[src/rtl/core/tmft_pkg.sv]
`timescale 1ns / 1ps

package tmft_pkg;

    // table geometry
    localparam int SLOTS     = 40;
    localparam int TILE_BITS = 12;
    localparam int SLOT_W    = $clog2(SLOTS);
    localparam int CNT_W     = $clog2(SLOTS + 1);

    // position is 32 bits, 8192 units per tile: bits 30..13 are the tile number
    localparam int POS_SHIFT = 13;
    localparam int PTILE_W   = 31 - POS_SHIFT;
    localparam int BND_W     = PTILE_W + 1;

    localparam int MAP_W     = 13;

    localparam logic [14:0] CHANCE_LIMIT = 15'd5000;
    localparam logic [7:0]  BLOCK_MASK   = 8'hE0;

    // configuration register indexes
    localparam logic CFG_MAP_WIDTH  = 1'b0;
    localparam logic CFG_MAP_HEIGHT = 1'b1;

    // outcome codes
    localparam logic [2:0] OUT_OFF_MAP   = 3'd0;
    localparam logic [2:0] OUT_CHANCE    = 3'd1;
    localparam logic [2:0] OUT_BLOCKED   = 3'd2;
    localparam logic [2:0] OUT_HIT       = 3'd3;
    localparam logic [2:0] OUT_NEW       = 3'd4;
    localparam logic [2:0] OUT_RECYCLE   = 3'd5;
    localparam logic [2:0] OUT_NO_SPRITE = 3'd6;

    typedef struct packed {
        logic signed [31:0] pos_x;
        logic signed [31:0] pos_y;
        logic [14:0]        chance_value;
        logic [7:0]         tile_flags;
        logic               sprite_available;
    } ev_t;

    typedef struct packed {
        logic [2:0]  outcome;
        logic [5:0]  slot_index;
        logic [2:0]  variant;
        logic [11:0] tile_x;
        logic [11:0] tile_y;
    } res_t;

    typedef struct packed {
        logic [TILE_BITS-1:0] tag_x;
        logic [TILE_BITS-1:0] tag_y;
        logic [2:0]           variant;
    } slot_entry_t;

    // map size limited to what a tag can number
    function automatic logic [BND_W-1:0] clamp_tiles(logic [MAP_W-1:0] tiles);
        logic [BND_W-1:0] lim;
        logic [BND_W-1:0] ext;
        lim = BND_W'(1) << TILE_BITS;
        ext = BND_W'(tiles);
        return (ext > lim) ? lim : ext;
    endfunction

    function automatic logic on_map(logic [31:0] pos, logic [MAP_W-1:0] tiles);
        return !pos[31] && (BND_W'(pos[30:POS_SHIFT]) < clamp_tiles(tiles));
    endfunction

endpackage

[src/rtl/core/tmft_ram.sv]
`timescale 1ns / 1ps

module tmft_ram #(
    parameter int WIDTH = 8,
    parameter int DEPTH = 16
) (
    input  logic                     clk,
    input  logic                     we,
    input  logic [$clog2(DEPTH)-1:0] waddr,
    input  logic [WIDTH-1:0]         wdata,
    input  logic [$clog2(DEPTH)-1:0] raddr,
    output logic [WIDTH-1:0]         rdata
);

    logic [WIDTH-1:0] mem [DEPTH];
    logic [WIDTH-1:0] rdata_reg;

    always_ff @(posedge clk)
    begin
        if (we)
        begin
            mem[waddr] <= wdata;
        end
        rdata_reg <= mem[raddr];
    end

    assign rdata = rdata_reg;

endmodule

[src/rtl/core/tile_marker_fifo_table.sv]
`timescale 1ns / 1ps

// channel   | handshake               | word
// ----------+-------------------------+-------------------------------------
// event in  | start & !busy           | ev  (tmft_pkg::ev_t)
// result    | done, one-cycle strobe  | res (tmft_pkg::res_t)
// config    | cfg_we                  | cfg_index, cfg_data (map width/height)
//
// a dropped event ends in the check state; a miss scans every filled slot, and a hit ends
// the scan at its slot: the tag scan reads one slot per cycle from the slot memory
// the result strobe comes in the same cycle that busy falls; a new event may start then.
// rst_n clears the fill count and the fifo pointer and sets the map registers to 64 x 64;
// the slot memory is not cleared: slots at or above the fill count are never compared.
// the receiver cannot stall: done is high for a single cycle; res holds until the next event.

module tile_marker_fifo_table (
    input  logic                        clk,
    input  logic                        rst_n,
    input  logic                        start,
    output logic                        busy,
    input  tmft_pkg::ev_t               ev,
    output logic                        done,
    output tmft_pkg::res_t              res,
    input  logic                        cfg_we,
    input  logic                        cfg_index,
    input  logic [tmft_pkg::MAP_W-1:0]  cfg_data
);

    localparam logic [1:0] ST_IDLE  = 2'd0;
    localparam logic [1:0] ST_CHECK = 2'd1;
    localparam logic [1:0] ST_SCAN  = 2'd2;

    logic [1:0] state_reg, state_next;

    // configuration
    logic [tmft_pkg::MAP_W-1:0] map_w_reg, map_h_reg;

    // latched event word
    tmft_pkg::ev_t ev_reg;

    // table bookkeeping
    logic [tmft_pkg::CNT_W-1:0]  filled_reg, filled_next;
    logic [tmft_pkg::SLOT_W-1:0] oldest_reg, oldest_next;

    // scan pipeline: read issued at rd_idx, compared in the cycle after at cmp_idx
    logic [tmft_pkg::CNT_W-1:0]  rd_idx_reg, rd_idx_next;
    logic [tmft_pkg::SLOT_W-1:0] cmp_idx_reg, cmp_idx_next;
    logic                        rd_vld_reg, rd_vld_next;

    // result word
    tmft_pkg::res_t res_reg, res_next;
    logic           done_reg, done_next;

    // slot memory ports
    logic                        ram_we;
    logic [tmft_pkg::SLOT_W-1:0] ram_waddr;
    tmft_pkg::slot_entry_t       ram_wdata;
    tmft_pkg::slot_entry_t       ram_rdata;

    // event decode
    logic [tmft_pkg::TILE_BITS-1:0] ev_tx, ev_ty;
    logic                           ev_on_map;
    logic                           issue;
    logic                           match;
    logic                           table_full;

    assign ev_tx     = ev_reg.pos_x[tmft_pkg::POS_SHIFT +: tmft_pkg::TILE_BITS];
    assign ev_ty     = ev_reg.pos_y[tmft_pkg::POS_SHIFT +: tmft_pkg::TILE_BITS];
    assign ev_on_map = tmft_pkg::on_map(ev_reg.pos_x, map_w_reg)
                    && tmft_pkg::on_map(ev_reg.pos_y, map_h_reg);

    assign issue      = rd_idx_reg < filled_reg;
    assign match      = rd_vld_reg && (ram_rdata.tag_x == ev_tx)
                                   && (ram_rdata.tag_y == ev_ty);
    assign table_full = filled_reg == tmft_pkg::CNT_W'(tmft_pkg::SLOTS);

    tmft_ram #(
        .WIDTH ($bits(tmft_pkg::slot_entry_t)),
        .DEPTH (tmft_pkg::SLOTS)
    ) u_slot_ram (
        .clk   (clk),
        .we    (ram_we),
        .waddr (ram_waddr),
        .wdata (ram_wdata),
        .raddr (rd_idx_reg[tmft_pkg::SLOT_W-1:0]),
        .rdata (ram_rdata)
    );

    always_comb
    begin
        state_next   = state_reg;
        filled_next  = filled_reg;
        oldest_next  = oldest_reg;
        rd_idx_next  = rd_idx_reg;
        cmp_idx_next = cmp_idx_reg;
        rd_vld_next  = 1'b0;
        res_next     = res_reg;
        done_next    = 1'b0;
        ram_we       = 1'b0;
        ram_waddr    = cmp_idx_reg;
        ram_wdata    = ram_rdata;

        case (state_reg)
            ST_IDLE:
            begin
                if (start)
                begin
                    state_next = ST_CHECK;
                end
            end

            ST_CHECK:
            begin
                // drop checks; tile numbers reported unless off the map
                res_next.slot_index = '0;
                res_next.variant    = '0;
                res_next.tile_x     = 12'(ev_tx);
                res_next.tile_y     = 12'(ev_ty);
                rd_idx_next         = '0;
                if (!ev_on_map)
                begin
                    res_next.outcome = tmft_pkg::OUT_OFF_MAP;
                    res_next.tile_x  = '0;
                    res_next.tile_y  = '0;
                    done_next        = 1'b1;
                    state_next       = ST_IDLE;
                end
                else if (ev_reg.chance_value >= tmft_pkg::CHANCE_LIMIT)
                begin
                    res_next.outcome = tmft_pkg::OUT_CHANCE;
                    done_next        = 1'b1;
                    state_next       = ST_IDLE;
                end
                else if ((ev_reg.tile_flags & tmft_pkg::BLOCK_MASK) != 8'd0)
                begin
                    res_next.outcome = tmft_pkg::OUT_BLOCKED;
                    done_next        = 1'b1;
                    state_next       = ST_IDLE;
                end
                else
                begin
                    state_next = ST_SCAN;
                end
            end

            ST_SCAN:
            begin
                if (match)
                begin
                    // hit: bump the variant in place, order unchanged
                    ram_we            = 1'b1;
                    ram_waddr         = cmp_idx_reg;
                    ram_wdata.variant = 3'(ram_rdata.variant + 3'd1);
                    res_next.outcome    = tmft_pkg::OUT_HIT;
                    res_next.slot_index = 6'(cmp_idx_reg);
                    res_next.variant    = 3'(ram_rdata.variant + 3'd1);
                    done_next           = 1'b1;
                    state_next          = ST_IDLE;
                end
                else if (issue)
                begin
                    rd_vld_next  = 1'b1;
                    cmp_idx_next = rd_idx_reg[tmft_pkg::SLOT_W-1:0];
                    rd_idx_next  = rd_idx_reg + tmft_pkg::CNT_W'(1);
                end
                else
                begin
                    // miss: with a sprite, fill in order; when full, reuse the oldest slot
                    ram_wdata.tag_x   = ev_tx;
                    ram_wdata.tag_y   = ev_ty;
                    ram_wdata.variant = ev_reg.chance_value[2:0];
                    res_next.variant  = ev_reg.chance_value[2:0];
                    done_next         = 1'b1;
                    state_next        = ST_IDLE;
                    if (table_full)
                    begin
                        ram_we              = 1'b1;
                        ram_waddr           = oldest_reg;
                        res_next.outcome    = tmft_pkg::OUT_RECYCLE;
                        res_next.slot_index = 6'(oldest_reg);
                        oldest_next = (oldest_reg == tmft_pkg::SLOT_W'(tmft_pkg::SLOTS - 1))
                                    ? '0 : oldest_reg + tmft_pkg::SLOT_W'(1);
                    end
                    else if (!ev_reg.sprite_available)
                    begin
                        res_next.outcome    = tmft_pkg::OUT_NO_SPRITE;
                        res_next.slot_index = '0;
                        res_next.variant    = '0;
                    end
                    else
                    begin
                        ram_we              = 1'b1;
                        ram_waddr           = filled_reg[tmft_pkg::SLOT_W-1:0];
                        res_next.outcome    = tmft_pkg::OUT_NEW;
                        res_next.slot_index = 6'(filled_reg);
                        filled_next         = filled_reg + tmft_pkg::CNT_W'(1);
                    end
                end
            end

            default:
            begin
                state_next = ST_IDLE;
            end
        endcase
    end

    always_ff @(posedge clk or negedge rst_n)
    begin
        if (!rst_n)
        begin
            state_reg  <= ST_IDLE;
            filled_reg <= '0;
            oldest_reg <= '0;
            rd_vld_reg <= 1'b0;
            done_reg   <= 1'b0;
            map_w_reg  <= tmft_pkg::MAP_W'(64);
            map_h_reg  <= tmft_pkg::MAP_W'(64);
        end
        else
        begin
            state_reg  <= state_next;
            filled_reg <= filled_next;
            oldest_reg <= oldest_next;
            rd_vld_reg <= rd_vld_next;
            done_reg   <= done_next;
            if (cfg_we)
            begin
                case (cfg_index)
                    tmft_pkg::CFG_MAP_WIDTH:  map_w_reg <= cfg_data;
                    tmft_pkg::CFG_MAP_HEIGHT: map_h_reg <= cfg_data;
                    default:                  map_w_reg <= map_w_reg;
                endcase
            end
        end
    end

    // payload registers, no reset
    always_ff @(posedge clk)
    begin
        if (start && (state_reg == ST_IDLE))
        begin
            ev_reg <= ev;
        end
        rd_idx_reg  <= rd_idx_next;
        cmp_idx_reg <= cmp_idx_next;
        res_reg     <= res_next;
    end

    assign busy = state_reg != ST_IDLE;
    assign done = done_reg;
    assign res  = res_reg;

`ifndef NO_ASSERTIONS
    a_done_after_busy: assert property (@(posedge clk) disable iff (!rst_n)
        done |-> $past(busy))
        else $error("result strobe without an event in work");

    a_fill_bound: assert property (@(posedge clk) disable iff (!rst_n)
        filled_reg <= tmft_pkg::CNT_W'(tmft_pkg::SLOTS))
        else $error("fill count beyond table size");

    a_oldest_only_full: assert property (@(posedge clk) disable iff (!rst_n)
        (oldest_reg != $past(oldest_reg)) |-> table_full)
        else $error("fifo pointer moved before table filled");

    a_slot_in_range: assert property (@(posedge clk) disable iff (!rst_n)
        done && (res.outcome == tmft_pkg::OUT_HIT || res.outcome == tmft_pkg::OUT_NEW
                 || res.outcome == tmft_pkg::OUT_RECYCLE)
        |-> (res.slot_index < 6'(tmft_pkg::SLOTS)))
        else $error("slot index out of range");

    a_single_write: assert property (@(posedge clk) disable iff (!rst_n)
        ram_we |=> !ram_we)
        else $error("two table writes for one event");
`endif

endmodule
[config.mk]
export PLATFORM = sky130hd
export DESIGN_NAME = tile_marker_fifo_table
export DESIGN_NICKNAME = d
export VERILOG_FILES = /design/src/rtl/core/tmft_pkg.sv /design/src/rtl/core/tmft_ram.sv /design/src/rtl/core/tile_marker_fifo_table.sv
export SDC_FILE = /design/constraint.sdc
export NUM_CORES = 1
export LEC_CHECK = 0
export ABC_CLOCK_PERIOD_IN_PS = 16700
export BUFFER_PORTS_ARGS = -buffer_cell sky130_fd_sc_hd__buf_2
export CAP_MARGIN = 10
export CORE_MARGIN = 3
export CORE_UTILIZATION = 41
export CTS_BUF_LIST = sky130_fd_sc_hd__clkbuf_16
export CTS_CLUSTER_DIAMETER = 120
export DETAILED_ROUTE_END_ITERATION = 10
export GPL_TIMING_DRIVEN = 0
export PLACE_DENSITY = 0.65
export SLEW_MARGIN = 20
export SYNTH_ARGS = -nofsm -noshare
export SYNTH_HDL_FRONTEND = slang
export SYNTH_SLANG_ARGS = --single-unit
[constraint.sdc]
create_clock -name clk -period 16.7 [get_ports clk]
set_input_delay 5.01 -clock clk [delete_from_list [all_inputs] [get_ports clk]]
set_output_delay 5.01 -clock clk [all_outputs]
set_load 0.02 [all_outputs]
# After elaboration in Yosys (flattened, before gate mapping)
# Memory sizes are Yosys's and may differ from the RTL's. A register that Yosys moved wholly into a read port is not among the register bits.
# Index checks and enable logic that the tools add are counted.
# op_classes
addsub,4
mul,0
n_div,0
order_cmp,6
n_eq_ne,11
shift,0
n_mux,48
bitwise_logic,4
reduce_logical,21
# ops
cell,count
$mux 27,2
$mux 6,8
$lt 18x13->1,2
$gt 13x13->1 const B,2
$mux 13,2
$eq 12x12->1,2
$mux 12,2
$mux 24,1
$pmux 12 s2,1
$add 6x1->6 const B,3
$mux 3,6
$mux 8,2
$ge 15x13->1 const B,1
$mux 1,15
$eq 6x6->1 const B,2
$mux 2,6
$pmux 6 s2,1
$reduce_and 3->1,3
$reduce_and 2->1,4
$reduce_bool 8->1,1
$logic_and 1x1->1,6
$lt 6x6->1,1
$ne 2x2->1 const B,3
$pmux 2 s3,1
other kinds (12),17
# totals
reg_bits,178
latch_bits,0
mem_bits_rw,1080
mem_bits_ro,0
input_bits,106
out_inout_bits,38
wordCells,114
mem_count,1
# memory_table
memory,words,width,read_ports,rd_clocked_by_memory_dff,write_ports,line_no,source
u_slot_ram.mem,40,27,1,1,1,tmft_ram.sv:15,logic [WIDTH-1:0] mem [DEPTH];

# Depth between registers and ports, before layout
# depth
word_depth,7
depth_mapped,11
depth_no_buf,10

# By module
# Synthesis repeated with hierarchy kept, for this count alone.
# hier_totals
cells_unflattened,2728
area_unflattened_um2,50109.3
# modules_own_cells
mod,n_inst,cells_per_inst,area_each_um2,seq_area_each_um2
tmft_ram,1,2173,42801.0,32971.6
tile_marker_fifo_table,1,555,7308.3,4206.5

# Worst setup path after synthesis
# No wires, ideal clock.
# synth_timing
kind,input -> register
from,in start
to,"reg ev_reg[0] (netlist name), enable pin"
setup_time_ps,421
arrival_ps,6358
required_ps,16279
setup_slack_ps,9921
cell_stages,1
path_cell_list,and2_1
# synth_via
elab_chain_len,1
# synth_rtl
element,line_no,source
start: declaration,tile_marker_fifo_table.sv:19,"input logic start,"
$logic_and 1x1->1,tile_marker_fifo_table.sv:241,if (start && (state_reg == ST_IDLE))
end signal: assignment,tile_marker_fifo_table.sv:243,ev_reg <= ev;
end: declaration,tile_marker_fifo_table.sv:39,tmft_pkg::ev_t ev_reg;
# Every way passes these cells.
# A chain may end at the register's enable or synchronous reset.

# Final worst setup path
# layout_timing
from,reg state_reg[0]
to,out busy
# layout_via
elab_chain_len,1
# layout_rtl
element,line_no,source
start: declaration,tile_marker_fifo_table.sv:33,"logic [1:0] state_reg, state_next;"
start signal: assignment,tile_marker_fifo_table.sv:222,state_reg <= state_next;
$reduce_bool 2->1,tile_marker_fifo_table.sv:250,assign busy = state_reg != ST_IDLE;
end: declaration,tile_marker_fifo_table.sv:20,"output logic busy,"
# Every way passes these cells.

==> results.py <==
metrics = {
    "clocking": {
        "hold_buffers": 0,
        "cts_buffer_depth": 3,
        "cts_tree": "built",
        "post_cts_buffers": 0,
        "cts_root_buf": "clkbuf_16",
        "path_clk_slew_ns": 0.06,
        "cts_num_sinks": 1254,
        "cts_max_level": 3,
        "numCtsBuffers": 121,
        "ctsResizeCount": 0,
        "clkLatencyLatePin_ns": 0.72,
    },
    "worst_setup_path": {
        "path_cells": "inv_1, ha_1, inv_1, buf_2",
        "startpoint_type": "register",
        "reg2reg_slack_ns": 11.76,
        "cp_num_buf_inv": 3,
        "cpMostUsedCell": "inv_1",
        "cp-end-kind": "output pin",
        "criticalPathCategory": "reg -> out",
        "worst_ep_required_time_ns": 11.69,
        "crit_path_max_incr_delay_ns": 0.38,
        "cpLargestDelayFamily": "flip-flops",
        "critical-path-slowest-cell": "dfrtp_1",
        "cp.arrival_ns": 1.65,
        "critPathMaxFanout": 3,
    },
    "floorplanning": {
        "start_util_pct": 41.4,
        "die_area_um2": 124000,
        "die_height_um": 352,
        "core_region_area_um2": 118000,
        "ioPinCount": 144,
        "rows": 126,
        "die_w_um": 352,
    },
    "logic_synthesis": {
        "synth_cell_types": 63,
        "synth-async-reset-ratio_pct": 3.35,
        "synth-edff-count": 1185,
        "synth_top_flop_cell": "edfxtp_1",
        "ys_seq_elements": 1254,
        "yosysSeqAreaShare_pct": 75.9,
        "synthCells": 2289,
        "syn-cell-area_um2": 49000,
        "avgSynthCellArea_um2": 21.4,
        "syn_nets": 2432,
        "ys.warnings.count": 0,
    },
    "place": {
        "gp_congestion": 0.868,
        "dp_hpwl_mm": 83.4,
        "io_buffer_count": 112,
    },
    "timing": {
        "hold_viol": 0,
        "tns_ns": 0,
        "setup_viol": 0,
        "tightest_slew_ns": 1.23,
        "rsz0062_at_grt": "false",
        "fin_crit_sh_pct": 39.9,
        "period_minus_slack_ns": 6.66,
        "max_freq_ghz": 0.150,
        "timing.hold.ws_ns": 0.499,
        "drv_slew": 0,
        "fin_skew_ns": 0.0507,
        "maxSlewHeadroom_pct": 17.2,
    },
    "global_route": {
        "grt_pass1_wl_mm": 173,
        "grtUsageTotal_pct": 19.2,
        "grt_max_degree": 58,
        "grt_overflow": 0,
        "antenna_found_initial": 1,
        "grt_pass1_vias": 25500,
    },
    "power_and_ir_drop": {
        "leakage_uw": 0.0189,
        "vdd_drop_max_mv": 0.111,
        "p_per_area_nw_per_um2": 154,
    },
    "final_layout": {
        "final_util_pct": 48.2,
        "nets": 2860,
        "synthToLayoutAreaGrowth_pct": 16.5,
        "drive_gt1_share_pct": 33.8,
        "largest_register_ff_count": 1080,
    },
    "flow_run": {
        "drv_cap": 0,
    },
    "routing": {
        "postRouteAntennaNets": 0,
        "routed_wl_mm": 119,
        "drt_iter0_drc": 2750,
        "vias": 24800,
        "dr.pass1.iters": 7,
        "viasPerCell": 5.69,
        "drc": 0,
        "wl_per_cell_um": 27.2,
    },
    "status": {
        "outcome": "complete, no violations",
    },
    "hold_path": {
        "hold_path_class": "reg -> reg",
    },
}
[cells in the mapped netlist, drive strengths merged (2+ instances only)]
master / number / area (µm²)
dfxtp: 27 / 541
o211a: 5 / 50.1
mux2: 27 / 304
and3: 9 / 56.3
mux2i: 29 / 290
nand4: 13 / 87.6
o211ai: 3 / 27.5
nor3: 16 / 85.1
ha: 37 / 463
o21a: 6 / 45.0
and2: 33 / 206
o221ai: 2 / 17.5
or3: 2 / 12.5
a211oi: 31 / 233
a31oi: 3 / 18.8
inv: 16 / 60.1
a21oi: 43 / 215
nor2b: 33 / 206
xnor2: 11 / 96.3
dfstp: 2 / 52.6
dfrtp: 40 / 1000
nand2b: 7 / 43.8
buf: 47 / 230
mux4: 324 / 7300
clkbuf: 68 / 255
nand3: 11 / 55.1
xor2: 25 / 219
a22oi: 2 / 15.0
nor4b: 6 / 52.6
a21o: 8 / 60.1
a21boi: 2 / 15.0
nor2: 21 / 81.3
nand2: 110 / 413
or4: 2 / 18.8
or2: 3 / 18.8
nor3b: 4 / 30.0
o21ai: 24 / 128
nor4: 39 / 263
edfxtp: 1185 / 35600
[power breakdown]
group / leakage [µW] / switching [µW] / total, µW / internal, µW
logic: 0.00540 / 1320 / 2020 / 698
registers: 0.0115 / 79.8 / 4070 / 3990
clock network: 0.00201 / 1170 / 2690 / 1520
[layout by cell type (no fill, tap or decap), types with 25 or more instances in the layout]
cell type  count
nand2_1       86
buf_2        244
mux4_2       324
clkbuf_1      67
nor2b_1       33
dfxtp_1       27
nor4_2        28
clkbuf_16    123
clkinv_2      27
and2_1        32
clkinv_1      34
buf_4         80
xor2_1        25
edfxtp_1    1185
ha_1          36
dfrtp_1       40
inv_1         36
mux2i_1       29
mux2_2        27
a211oi_1      31
a21oi_1       42
[logic make-up after synthesis]
logic type	after synthesis	synth area share, %
DFF	1254	75.9
muxes	380	16.1
and+or+nand+nor	312	3.39
AOI/OAI and AO/OA	139	1.87
buffers and inverters	131	1.11
adders and majority gates	37	0.945
xor gates and xnor gates	36	0.644
[worst paths after layout]
check,startpoint,endpoint,depth (start not counted)
worst max-delay path,state_reg[0]$_DFFE_PN0P_,busy,4
worst min-delay path,map_w_reg[0]$_DFFE_PN0P_,map_w_reg[0]$_DFFE_PN0P_,1
worst max register to register,ev_reg[70]$_DFFE_PP_,u_slot_ram.mem[26][17]$_DFFE_PP_,11
worst min register to register,map_w_reg[0]$_DFFE_PN0P_,map_w_reg[0]$_DFFE_PN0P_,1
max in group asynchronous,rst_n,filled_reg[2]$_DFFE_PN0P_,1
min in group asynchronous,rst_n,filled_reg[5]$_DFFE_PN0P_,1
[final cells by class]
class                      instances  area, µm²
clock buffer                     123       3080
sequential                      1254      37200
clock inverter                   105        868
buffer                           115        493
multi-input combinational        904      11600
antenna                            2       5.00
fill                            9448      61200
tap                             1536       1920
timing repair buffer             305       1830
inverter                          16       60.1
[routing by layer]
layer  track usage (%)  share of wire, %
met5                 0             0.011
met4              5.64               2.6
met3              3.29               7.7
met2              32.4                50
met1              25.7                40
[per-stage QoR]
step	cells	setup slack (ns)	total power (µW)	cell area, µm²
after floorplan	2289	9.92	5320	49000
after global placement	3937	7.50	6060	51400
after detailed placement	4130	10.22	6160	53100
after CTS	4358	10.01	8830	57000
after global routing	4358	9.96	9090	57000
final	4360	10.04	8780	57000
(Power assumes the default switching activity.)
